[config.mk]
export PLATFORM = sky130hd
export DESIGN_NAME = arot_trig_unit
export DESIGN_NICKNAME = d
export VERILOG_FILES = /design/src/rtl/arot_pkg.sv /design/src/rtl/arot_trig_unit.sv
export VERILOG_INCLUDE_DIRS = /design/src /design/src/rtl
export SDC_FILE = /design/constraint.sdc
export NUM_CORES = 2
export LEC_CHECK = 0
export ABC_CLOCK_PERIOD_IN_PS = 27000
export BUFFER_PORTS_ARGS = -buffer_cell sky130_fd_sc_hd__buf_4
export CAP_MARGIN = 20
export CELL_PAD_IN_SITES_DETAIL_PLACEMENT = 1
export CELL_PAD_IN_SITES_GLOBAL_PLACEMENT = 2
export CORE_UTILIZATION = 45
export DETAILED_ROUTE_END_ITERATION = 8
export MAX_ROUTING_LAYER = met4
export PLACE_DENSITY_LB_ADDON = 0.08
export SLEW_MARGIN = 20
export SYNTH_ARGS = -nofsm -noshare
export SYNTH_HDL_FRONTEND = slang
export SYNTH_SLANG_ARGS = --single-unit
[constraint.sdc]
create_clock -name clk -period 27 [get_ports clk]
set_input_delay 4.05 -clock clk [delete_from_list [all_inputs] [get_ports clk]]
set_output_delay 4.05 -clock clk [all_outputs]
set_load 0.02 [all_outputs]
[src/rtl/axis_rotation_3d_unit_macros.svh]
`ifndef AXIS_ROTATION_3D_UNIT_MACROS_SVH
`define AXIS_ROTATION_3D_UNIT_MACROS_SVH

// same-cycle implication, off while reset is held
`define AROT_ASSERT_SAME(label, clk, rst_n, ante, cons, msg) \
  label: assert property (@(posedge clk) disable iff (!rst_n) (ante) |-> (cons)) \
    else $error(msg);

// next-cycle implication
`define AROT_ASSERT_NEXT(label, clk, rst_n, ante, cons, msg) \
  label: assert property (@(posedge clk) disable iff (!rst_n) (ante) |=> (cons)) \
    else $error(msg);

// implication a fixed number of cycles later
`define AROT_ASSERT_LATER(label, clk, rst_n, ante, n, cons, msg) \
  label: assert property (@(posedge clk) disable iff (!rst_n) (ante) |-> ##n (cons)) \
    else $error(msg);

`endif

[src/rtl/arot_pkg.sv]
package arot_pkg;

  localparam int COORD_WIDTH    = 32;
  localparam int TRIG_WIDTH     = 16;
  localparam int ANGLE_WIDTH    = 16;
  localparam int CMD_WIDTH      = 2;
  localparam int AXES           = 3;
  localparam int APB_DATA_WIDTH = 32;
  localparam int APB_ADDR_WIDTH = 4;

  localparam int PROD_WIDTH = COORD_WIDTH + TRIG_WIDTH;
  localparam int SUM_WIDTH  = PROD_WIDTH + 1;
  localparam int TRIG_MAX   = (1 << (TRIG_WIDTH - 1)) - 1;
  localparam int TRIG_SHIFT = 31 - TRIG_WIDTH;

  // shared multiplier of the sine sequencer
  localparam int MUL_WIDTH = 32;
  localparam int Q30_SHIFT = 30;
  localparam int X_SHIFT   = 14;
  localparam logic [MUL_WIDTH-1:0] Q30_ONE     = 32'h4000_0000;
  localparam logic [MUL_WIDTH-1:0] HALF_PI_Q30 = 32'd1686629713;
  localparam logic [ANGLE_WIDTH-1:0] QUARTER_TURN = 16'h4000;

  // odd series of the quarter-wave sine, innermost term first
  localparam int SERIES_TERMS = 6;
  localparam int TERM_WIDTH   = $clog2(SERIES_TERMS);
  localparam int RECIP_SHIFT  = 34;
  localparam logic [7:0] SERIES_DIV [SERIES_TERMS] = '{
    8'd156, 8'd110, 8'd72, 8'd42, 8'd20, 8'd6
  };
  // floor(2^34 / d): quotient estimate is low by at most one
  localparam logic [MUL_WIDTH-1:0] SERIES_RECIP [SERIES_TERMS] = '{
    MUL_WIDTH'((64'd1 << RECIP_SHIFT) / 64'd156),
    MUL_WIDTH'((64'd1 << RECIP_SHIFT) / 64'd110),
    MUL_WIDTH'((64'd1 << RECIP_SHIFT) / 64'd72),
    MUL_WIDTH'((64'd1 << RECIP_SHIFT) / 64'd42),
    MUL_WIDTH'((64'd1 << RECIP_SHIFT) / 64'd20),
    MUL_WIDTH'((64'd1 << RECIP_SHIFT) / 64'd6)
  };

  // axis code; register index i holds the angle of axis i
  typedef enum logic [CMD_WIDTH-1:0] {
    AXIS_X    = 2'd0,
    AXIS_Y    = 2'd1,
    AXIS_Z    = 2'd2,
    AXIS_NONE = 2'd3
  } axis_t;

  typedef struct packed {
    logic signed [TRIG_WIDTH-1:0] sin_v;
    logic signed [TRIG_WIDTH-1:0] cos_v;
  } axis_trig_t;

  typedef axis_trig_t [AXES-1:0] trig_bank_t;
  typedef logic [AXES-1:0][ANGLE_WIDTH-1:0] angle_bank_t;

  typedef struct packed {
    logic                   en;
    axis_t                  axis;
    logic [ANGLE_WIDTH-1:0] angle;
  } angle_wr_t;

  function automatic axis_trig_t pick_trig(trig_bank_t bank, axis_t axis);
    axis_trig_t sel;
    case (axis)
      AXIS_X:  sel = bank[0];
      AXIS_Y:  sel = bank[1];
      AXIS_Z:  sel = bank[2];
      default: sel = '0;
    endcase
    return sel;
  endfunction

endpackage

[src/rtl/arot_trig_unit.sv]
`include "axis_rotation_3d_unit_macros.svh"

module arot_trig_unit (
  input  logic                  clk,
  input  logic                  rst_n,
  input  arot_pkg::angle_wr_t   wr_i,
  output arot_pkg::angle_bank_t angle_o,
  output arot_pkg::trig_bank_t  trig_o,
  output logic                  busy_o
);
  import arot_pkg::*;

  typedef enum logic [3:0] {
    ST_IDLE,
    ST_LOAD,
    ST_MUL_X,
    ST_GET_X,
    ST_MUL_X2,
    ST_GET_X2,
    ST_MUL_T,
    ST_GET_V,
    ST_MUL_R,
    ST_GET_Q,
    ST_MUL_D,
    ST_FIX,
    ST_MUL_S,
    ST_GET_S
  } state_t;

  localparam logic [TERM_WIDTH-1:0] TERM_LAST = TERM_WIDTH'(SERIES_TERMS - 1);
  localparam logic [14:0] QUARTER_U = 15'h4000;
  localparam logic [TRIG_WIDTH-1:0] TRIG_FULL = TRIG_WIDTH'(TRIG_MAX);
  localparam logic signed [TRIG_WIDTH-1:0] TRIG_MIN_CODE = {1'b1, {(TRIG_WIDTH-1){1'b0}}};
  localparam logic [32:0] ROUND_HALF = 33'd1 << (TRIG_SHIFT - 1);

  state_t                  state_r, state_nxt;
  logic [AXES-1:0]         pending_r, pending_nxt;
  axis_t                   axis_r, axis_nxt;
  logic                    phase_r, phase_nxt;
  logic [TERM_WIDTH-1:0]   term_r, term_nxt;
  angle_bank_t             angle_r, angle_nxt;
  trig_bank_t              bank_r, bank_nxt;

  logic [ANGLE_WIDTH-1:0]  ang_r, ang_nxt;
  logic [1:0]              quad_r, quad_nxt;
  logic [14:0]             u_r, u_nxt;
  logic [MUL_WIDTH-1:0]    x_r, x_nxt;
  logic [MUL_WIDTH-1:0]    x2_r, x2_nxt;
  logic [MUL_WIDTH-1:0]    t_r, t_nxt;
  logic [MUL_WIDTH-1:0]    v_r, v_nxt;
  logic [MUL_WIDTH-1:0]    q_r, q_nxt;
  logic [2*MUL_WIDTH-1:0]  prod_r;

  logic [MUL_WIDTH-1:0]    mul_a, mul_b;
  logic [AXES-1:0]         wr_set, pend_clr;
  logic [ANGLE_WIDTH-1:0]  turn;
  logic [MUL_WIDTH-1:0]    rem, qfix, div_v;
  logic [32:0]             rnd, mag;
  logic [TRIG_WIDTH-1:0]   tval;

  always_comb begin
    state_nxt = state_r;
    axis_nxt  = axis_r;
    phase_nxt = phase_r;
    term_nxt  = term_r;
    angle_nxt = angle_r;
    bank_nxt  = bank_r;
    ang_nxt   = ang_r;
    quad_nxt  = quad_r;
    u_nxt     = u_r;
    x_nxt     = x_r;
    x2_nxt    = x2_r;
    t_nxt     = t_r;
    v_nxt     = v_r;
    q_nxt     = q_r;
    mul_a     = '0;
    mul_b     = '0;
    wr_set    = '0;
    pend_clr  = '0;
    turn      = '0;
    rem       = '0;
    qfix      = '0;
    div_v     = MUL_WIDTH'(SERIES_DIV[term_r]);
    rnd       = '0;
    mag       = '0;
    tval      = '0;

    if (wr_i.en) begin
      case (wr_i.axis)
        AXIS_X: begin
          angle_nxt[0] = wr_i.angle;
          wr_set[0]    = 1'b1;
        end
        AXIS_Y: begin
          angle_nxt[1] = wr_i.angle;
          wr_set[1]    = 1'b1;
        end
        AXIS_Z: begin
          angle_nxt[2] = wr_i.angle;
          wr_set[2]    = 1'b1;
        end
        default: begin
          angle_nxt = angle_r;
        end
      endcase
    end

    case (state_r)
      ST_IDLE: begin
        // lowest pending axis first; a write during the run queues a rerun
        if (pending_r[0]) begin
          axis_nxt    = AXIS_X;
          ang_nxt     = angle_r[0];
          pend_clr[0] = 1'b1;
        end else if (pending_r[1]) begin
          axis_nxt    = AXIS_Y;
          ang_nxt     = angle_r[1];
          pend_clr[1] = 1'b1;
        end else if (pending_r[2]) begin
          axis_nxt    = AXIS_Z;
          ang_nxt     = angle_r[2];
          pend_clr[2] = 1'b1;
        end
        if (|pending_r) begin
          phase_nxt = 1'b0;
          state_nxt = ST_LOAD;
        end
      end
      ST_LOAD: begin
        // cosine is the sine a quarter turn ahead; fold to a quarter wave
        turn      = ang_r + (phase_r ? QUARTER_TURN : '0);
        quad_nxt  = turn[15:14];
        u_nxt     = turn[14] ? (QUARTER_U - {1'b0, turn[13:0]}) : {1'b0, turn[13:0]};
        state_nxt = ST_MUL_X;
      end
      ST_MUL_X: begin
        mul_a     = MUL_WIDTH'(u_r);
        mul_b     = HALF_PI_Q30;
        state_nxt = ST_GET_X;
      end
      ST_GET_X: begin
        x_nxt     = MUL_WIDTH'(prod_r >> X_SHIFT);
        state_nxt = ST_MUL_X2;
      end
      ST_MUL_X2: begin
        mul_a     = x_r;
        mul_b     = x_r;
        state_nxt = ST_GET_X2;
      end
      ST_GET_X2: begin
        x2_nxt    = MUL_WIDTH'(prod_r >> Q30_SHIFT);
        t_nxt     = Q30_ONE;
        term_nxt  = '0;
        state_nxt = ST_MUL_T;
      end
      ST_MUL_T: begin
        mul_a     = x2_r;
        mul_b     = t_r;
        state_nxt = ST_GET_V;
      end
      ST_GET_V: begin
        v_nxt     = MUL_WIDTH'(prod_r >> Q30_SHIFT);
        state_nxt = ST_MUL_R;
      end
      ST_MUL_R: begin
        mul_a     = v_r;
        mul_b     = SERIES_RECIP[term_r];
        state_nxt = ST_GET_Q;
      end
      ST_GET_Q: begin
        q_nxt     = MUL_WIDTH'(prod_r >> RECIP_SHIFT);
        state_nxt = ST_MUL_D;
      end
      ST_MUL_D: begin
        mul_a     = q_r;
        mul_b     = div_v;
        state_nxt = ST_FIX;
      end
      ST_FIX: begin
        // bump the estimate when the remainder still holds a divisor
        rem   = v_r - prod_r[MUL_WIDTH-1:0];
        qfix  = q_r + ((rem >= div_v) ? MUL_WIDTH'(1) : MUL_WIDTH'(0));
        t_nxt = Q30_ONE - qfix;
        if (term_r == TERM_LAST) begin
          state_nxt = ST_MUL_S;
        end else begin
          term_nxt  = term_r + 1'b1;
          state_nxt = ST_MUL_T;
        end
      end
      ST_MUL_S: begin
        mul_a     = x_r;
        mul_b     = t_r;
        state_nxt = ST_GET_S;
      end
      ST_GET_S: begin
        rnd  = 33'(prod_r >> Q30_SHIFT) + ROUND_HALF;
        mag  = rnd >> TRIG_SHIFT;
        tval = (mag > 33'(TRIG_MAX)) ? TRIG_FULL : TRIG_WIDTH'(mag);
        if (quad_r[1]) begin
          tval = -tval;
        end
        case (axis_r)
          AXIS_X: begin
            if (phase_r) bank_nxt[0].cos_v = tval;
            else         bank_nxt[0].sin_v = tval;
          end
          AXIS_Y: begin
            if (phase_r) bank_nxt[1].cos_v = tval;
            else         bank_nxt[1].sin_v = tval;
          end
          AXIS_Z: begin
            if (phase_r) bank_nxt[2].cos_v = tval;
            else         bank_nxt[2].sin_v = tval;
          end
          default: begin
            bank_nxt = bank_r;
          end
        endcase
        if (phase_r) begin
          state_nxt = ST_IDLE;
        end else begin
          phase_nxt = 1'b1;
          state_nxt = ST_LOAD;
        end
      end
      default: begin
        state_nxt = ST_IDLE;
      end
    endcase

    pending_nxt = (pending_r & ~pend_clr) | wr_set;
  end

  always_ff @(posedge clk) begin
    if (!rst_n) begin
      state_r   <= ST_IDLE;
      pending_r <= '0;
      axis_r    <= AXIS_X;
      phase_r   <= 1'b0;
      term_r    <= '0;
      angle_r   <= '0;
      for (int i = 0; i < AXES; i++) begin
        bank_r[i].sin_v <= '0;
        bank_r[i].cos_v <= TRIG_FULL;
      end
    end else begin
      state_r   <= state_nxt;
      pending_r <= pending_nxt;
      axis_r    <= axis_nxt;
      phase_r   <= phase_nxt;
      term_r    <= term_nxt;
      angle_r   <= angle_nxt;
      bank_r    <= bank_nxt;
    end
  end

  always_ff @(posedge clk) begin
    ang_r  <= ang_nxt;
    quad_r <= quad_nxt;
    u_r    <= u_nxt;
    x_r    <= x_nxt;
    x2_r   <= x2_nxt;
    t_r    <= t_nxt;
    v_r    <= v_nxt;
    q_r    <= q_nxt;
    prod_r <= mul_a * mul_b;
  end

  assign angle_o = angle_r;
  assign trig_o  = bank_r;
  assign busy_o  = (state_r != ST_IDLE) || (|pending_r);

  `AROT_ASSERT_NEXT(a_wr_busy, clk, rst_n, wr_i.en && (wr_i.axis != AXIS_NONE), busy_o, "angle write did not raise busy")
  `AROT_ASSERT_SAME(a_no_min_code, clk, rst_n, 1'b1, (bank_r[0].sin_v != TRIG_MIN_CODE) && (bank_r[0].cos_v != TRIG_MIN_CODE) && (bank_r[1].sin_v != TRIG_MIN_CODE) && (bank_r[1].cos_v != TRIG_MIN_CODE) && (bank_r[2].sin_v != TRIG_MIN_CODE) && (bank_r[2].cos_v != TRIG_MIN_CODE), "trig value outside symmetric range")
  `AROT_ASSERT_NEXT(a_series_end, clk, rst_n, (state_r == ST_FIX) && (term_r == TERM_LAST), state_r == ST_MUL_S, "series did not close after last term")
  `AROT_ASSERT_NEXT(a_cos_follows, clk, rst_n, (state_r == ST_GET_S) && !phase_r, (state_r == ST_LOAD) && phase_r, "cosine pass did not follow sine")

endmodule

# --- Word level (Yosys, flattened, before mapping) ---
# Memories as Yosys holds them, arrays and structs flattened.
# Cells that the tools add are included.
totals:
  regBits: 412
  romBits: 320
  memories: 2
  word_cells: 122
  in_bits: 21
op_classes:
  eq_ne: 20
  add_sub_neg: 8
  bitwise: 5
  mul: 1
  magnitude_cmp: 3
  reduce_logical: 23
  muxes: 36
memory_table:
  columns: ["name", "words", "width", "read_ports", "rd_clocked_by_memory_dff", "write_ports", "line", "rtl"]
  rows:
  - ["(name not given)", 8, 32, 1, 0, 0, "arot_trig_unit.sv:167", "mul_b = SERIES_RECIP[term_r];"]
  - ["(name not given)", 8, 8, 1, 0, 0, "arot_trig_unit.sv:83", "div_v = MUL_WIDTH'(SERIES_DIV[term_r]);"]
op_table:
  columns: ["operator", "count"]
  rows:
  - ["$pmux W32 S5", 2]
  - ["$mux W16", 5]
  - ["$mul A32 B32 Y64", 1]
  - ["$mux W32", 2]
  - ["$pmux W32 S2", 1]
  - ["$pmux W4 S14", 1]
  - ["$add A33 B15 Y33 const B", 1]
  - ["$ge A32 B8 Y1", 1]
  - ["$sub A31 B31 Y32 const A", 1]
  - ["$sub A32 B32 Y32", 1]
  - ["$add A30 B1 Y31", 1]
  - ["$eq A4 B4 Y1 const B", 6]
  - ["$gt A18 B15 Y1 const B", 1]
  - ["$reduce_and A3 Y1", 6]
  - ["$add A16 B15 Y16", 1]
  - ["$eq A4 B3 Y1 const B", 4]
  - ["$mux W8", 2]
  - ["$neg A16 Y16", 1]
  - ["$mux W15", 1]
  - ["$sub A15 B14 Y15 const A", 1]
  - ["$mux W14", 1]
  - ["$reduce_and A2 Y1", 6]
  - ["$mux W1", 10]
  - ["$mux W3", 3]
  - ["other kinds (25)", 36]

# --- Logic depth before layout (Yosys ltp) ---
depth:
  word_depth: 9
  mapped_depth: 37
  ltp_nobuf: 33

# --- Least setup slack after synthesis ---
# No wires, ideal clock.
synth_path:
  kind: "register to register"
  start: "register state_r[1]"
  end: "register prod_r[49]"
  period_less_slack_ns: 8.946
  setup_slack_ns: 18.054
  required_time_ns: 26.928
  path_buffers: 6
  stages_incl_launch_ff: 34
  arrival_ns: 8.874
  path_cell_list: "dfxtp_1 buf_2 buf_1 xnor2_1 nor3_1 buf_2 buf_2 a221oi_1 clkbuf_1 nor2_1 fa_1 fa_1 inv_1 fa_1 fa_1 inv_1 fa_1 fa_1 fa_1 inv_1 fa_1 inv_1 ha_1 buf_2 a21oi_2 o21ai_0 a221oi_1 o21ai_0 or3_1 o21ai_0 or3_1 nand3_1 a221oi_1 xnor2_1"
synth_via:
  elab_chain_len: 4
synth_rtl:
  columns: ["item", "line", "rtl"]
  rows:
  - ["start, declared", "arot_trig_unit.sv:36", "state_t state_r, state_nxt;"]
  - ["start signal, assigned", "arot_trig_unit.sv:248", "state_r <= state_nxt;"]
  - ["$eq A4 B4 Y1 or $eq A4 B3 Y1 (tied branches)", "arot_trig_unit.sv:108", "case (state_r)"]
  - ["$reduce_or A2 Y1 (no source line)", null, null]
  - ["$pmux W32 S5", "arot_trig_unit.sv:108", null]
  - ["$mul A32 B32 Y64 (*)", "arot_trig_unit.sv:267", "prod_r <= mul_a * mul_b;"]
  - ["end signal, assigned", "arot_trig_unit.sv:267", null]
  - ["end, declared", "arot_trig_unit.sv:52", "logic [2*MUL_WIDTH-1:0] prod_r;"]
# Every way passes the cells marked *; elsewhere a longest branch is shown, timed or not.
# A chain may end at the register's enable or synchronous reset.

# --- Final worst setup path ---
layout_path:
  start: "register state_r[1]"
  end: "register prod_r[57]"
# The elaborated chain is that of the path after synthesis.

==> impl_metrics.tcl <==
set metrics [dict create \
    drive_above_1_share_pct 7.495 \
    gp_congestion 0.9809 \
    hold_depth 0 \
    drt-total-wl_um 196900 \
    htree_levels 2 \
    grt_max_degree 81 \
    p_seq_share_pct 45.1 \
    startpoint_type "flip-flop" \
    synth_edf_count 190 \
    drt_iter0_markers 3125 \
    slowest_delay_ps 930 \
    rows 123 \
    ir_worst_vdd_mv 0.04266 \
    dp_cells 7234 \
    synth_seq_cells 411 \
    synth_top_area_share_pct 34.85 \
    met2_usage_pct 56.64 \
    fin_skew_ps 36.43 \
    tritoncts "yes" \
    area_growth_pct 8.835 \
    initial_core_util_pct 45.61 \
    crit_fanout 19 \
    synthTopCellsByArea "fa_1, edfxtp_1, dfxtp_1, ha_1, inv_1" \
    grt-busiest-layer "met2" \
    timing.final.crit_share_pct 39.84 \
    powerDensity_nw_per_um2 26.64 \
    cap_violations 0 \
    yosysSeqAreaShare_pct 19.66 \
    r2r_cells 31 \
    synth_fp_nets 7015 \
    setup_viol_count_final 0 \
    tns_ps 0 \
    clkPwrFrac_pct 44.4 \
    crit_path_end "prod_r[57]$_DFF_P_" \
    critical_path_class "flip-flop to flip-flop" \
    cts.repair.resized 0 \
    r2r_end "prod_r[57]$_DFF_P_" \
    core_area_sq_um 113000 \
    grt_pass1_vias 44822 \
    ys.flop_type "dfxtp_1" \
    synth.distinct_cells 98 \
    die-area_sq_um 115900 \
    p_leak_nw 25.70 \
    cp_common_cell "fa_1" \
    power.switching_uw 425.4 \
    cts_buffer_depth 3 \
    grtUsageTotal_pct 35.60 \
    rrSetupSlack_ps 16240 \
    hp-class "flip-flop to flip-flop" \
    drtPass1Iterations 5 \
    stdcell_count 7320 \
    arrival_ps 11260 \
    synth_top_area_cell "fa_1" \
    netlist_area_sq_um 51520 \
    cts_buffers 44 \
    end_kind "flip-flop" \
    drcViolationCount 0 \
    avgSynthCellArea_sq_um 8.965 \
    cts-root-buf "clkbuf_16" \
    drtAntennaViolNets 0 \
    dp_hpwl_um 155700 \
    cts.sinks 411 \
    grt_first_pass_wirelength_um 295800 \
    grt_use_met1_pct 46.93 \
    synthArstFlopShare_pct 0 \
    use_met3_pct 4.563 \
    fmax_ghz 0.09297 \
    die_x_um 340.4 \
    cell_internal_pwr_mw 1.069 \
    vias_per_cell 5.664 \
    pwr-share-comb_pct 10.5 \
    die_h_um 340.4 \
    fin_nets 7049 \
    vias 41459 \
    max_slew_margin_pct 19.85 \
    yosys_warnings 0 \
    hold_viol_final 0 \
    postCtsHoldBufs 0 \
    outcome "complete, no violations" \
    port_buffers 165 \
    overflow 0 \
    antenna_found_initial 5 \
    r2r_start "state_r[1]$_SDFFE_PN0P_" \
    post_cts_buffers 0 \
    startpoint "state_r[1]$_SDFFE_PN0P_" \
    slowest_stage "o21ai_0" \
    swShare_pct 28.48 \
    syn_inst 5747 \
    clk_pin_slew_ps 60 \
    drv_slew 0 \
    ios 166 \
    tightest_slew_ps 1202 \
    wl_per_cell_um 26.90 \
    rsz0062_at_grt "no" \
    crit_required_ps 27500 \
    fin_crit_ps 10760 \
    clk_latency_ps 630 \
    final_util_pct 49.64 \
]
[state kept, by name, summed over array words and instances (netlist names), 16 cells and up]
signal	flops
trig_o	96
q_r	30
prod_r	64
angle_o	48
x2_r	32
x_r	32
v_r	32
ang_r	16
t_r	32
[synthesized netlist by cell type, types with 13 or more instances]
cell type and number:
nand3_1 53, clkbuf_1 253, and3_1 20, a21o_1 64, xor2_1 45, buf_2 13, a22oi_1 23, nand2_1 978
o21ai_0 127, o21a_1 30, nand4_1 52, and2_1 23, nor3_1 25, dfxtp_1 221, a221o_1 16, o21bai_1 17
nor2b_1 13, edfxtp_1 190, ha_1 350, and4_1 34, a31oi_1 15, inv_1 983, fa_1 897, a21oi_1 228
mux2i_1 24, nand2b_1 19, or3_1 14, a211oi_1 33, nor2_1 672, xnor2_1 86, buf_1 15, o211ai_1 41
a221oi_1 19
[critical path, delay by kind of cell (launching register included)]
family	cells	cell delay [ps]
flip-flops	1	530
AND/OR/NAND/NOR	6	1750
buffers and inverters	6	600
adder cells (fa/ha/maj)	9	4470
multiplexers	1	130
AO/OA/AOI/OAI	9	3110
[power by group through the flow]
stage | clock, mW | sequential (mW) | combinational (mW)
after floorplan | 0 | 0.680 | 0.0787
after global placement | 0 | 0.687 | 0.153
after detailed placement | 0 | 0.687 | 0.154
after CTS | 0.668 | 0.673 | 0.155
after global routing | 0.692 | 0.674 | 0.164
final | 0.663 | 0.674 | 0.157
[through the flow]
step	setup slack (ps)	hold slack, ps	instance area [sq um]	power, mW
final	16240	425.3	56080	1.494
after global routing	15860	446.1	56080	1.529
after CTS	16430	426.9	56040	1.497
after detailed placement	16470	401.1	54480	0.8410
after global placement	16750	415.2	54480	0.8395
after floorplan	18050	385.5	51520	0.7583
[final cells by class]
type / count / area (sq um)
Clock inverter: 21 / 262.8
Fill cell: 13121 / 56890
Multi-Input combinational cell: 4061 / 36690
Sequential cell: 411 / 10130
Timing Repair Buffer: 279 / 2115
Antenna cell: 3 / 7.507
Clock buffer: 61 / 1295
Tap cell: 1500 / 1877
Inverter: 984 / 3695
[worst min path at each step]
stage                   endpoint  slack, ps          startpoint
6_report       q_r[29]$_DFFE_PP_        430  prod_r[63]$_DFF_P_
5_1_grt        q_r[29]$_DFFE_PP_        450  prod_r[63]$_DFF_P_
4_1_cts        q_r[29]$_DFFE_PP_        430  prod_r[63]$_DFF_P_
3_5_place_dp   q_r[29]$_DFFE_PP_        400  prod_r[63]$_DFF_P_
3_3_place_gp   q_r[29]$_DFFE_PP_        420  prod_r[63]$_DFF_P_
2_1_floorplan  q_r[29]$_DFFE_PP_        390  prod_r[63]$_DFF_P_
[placed cells by master, fill, tap and decap left out, types with 9 or more instances in the layout]
cell,instances
o21bai_1,17
nor2b_1,12
o21ai_0,125
nand3_1,53
o21a_1,30
a211oi_1,31
and4_1,32
ha_1,350
clkbuf_16,46
nor3_1,19
xor2_1,45
buf_4,278
a221oi_2,9
fa_1,897
a21oi_1,228
xnor2_1,86
nand2b_1,19
a221o_1,16
edfxtp_1,190
a21o_1,64
o211ai_1,41
dfxtp_1,221
a22oi_1,23
and3_1,19
nor2_1,666
a221oi_1,10
and2_1,23
a31oi_1,15
inv_1,983
mux2i_1,24
nand2_1,978
or3_1,14
nand4_1,52
[layer usage]
layer / up-vias / wire length (um)
met1: 21625 / 82880
met3: 314 / 13670
met4: 0 / 7924
met2: 1493 / 92440
met5: - / 0
li1: 18027 / -
[cell families (layout without fill, tap and decap cells)]
family                     count (synthesis)  in the layout  synth area share (%)
and+or+nand+nor                         1952           1952                 15.82
buffers and inverters                   1275           1345                 9.495
adders and majority gates               1247           1247                 43.35
AOI/OAI and AO/OA                        702            702                 8.847
DFF                                      411            411                 19.66
xor gates and xnor gates                 133            133                 2.290
muxes                                     27             27                0.5367
other                                      0              3                     0
(Power assumes the default switching activity.)
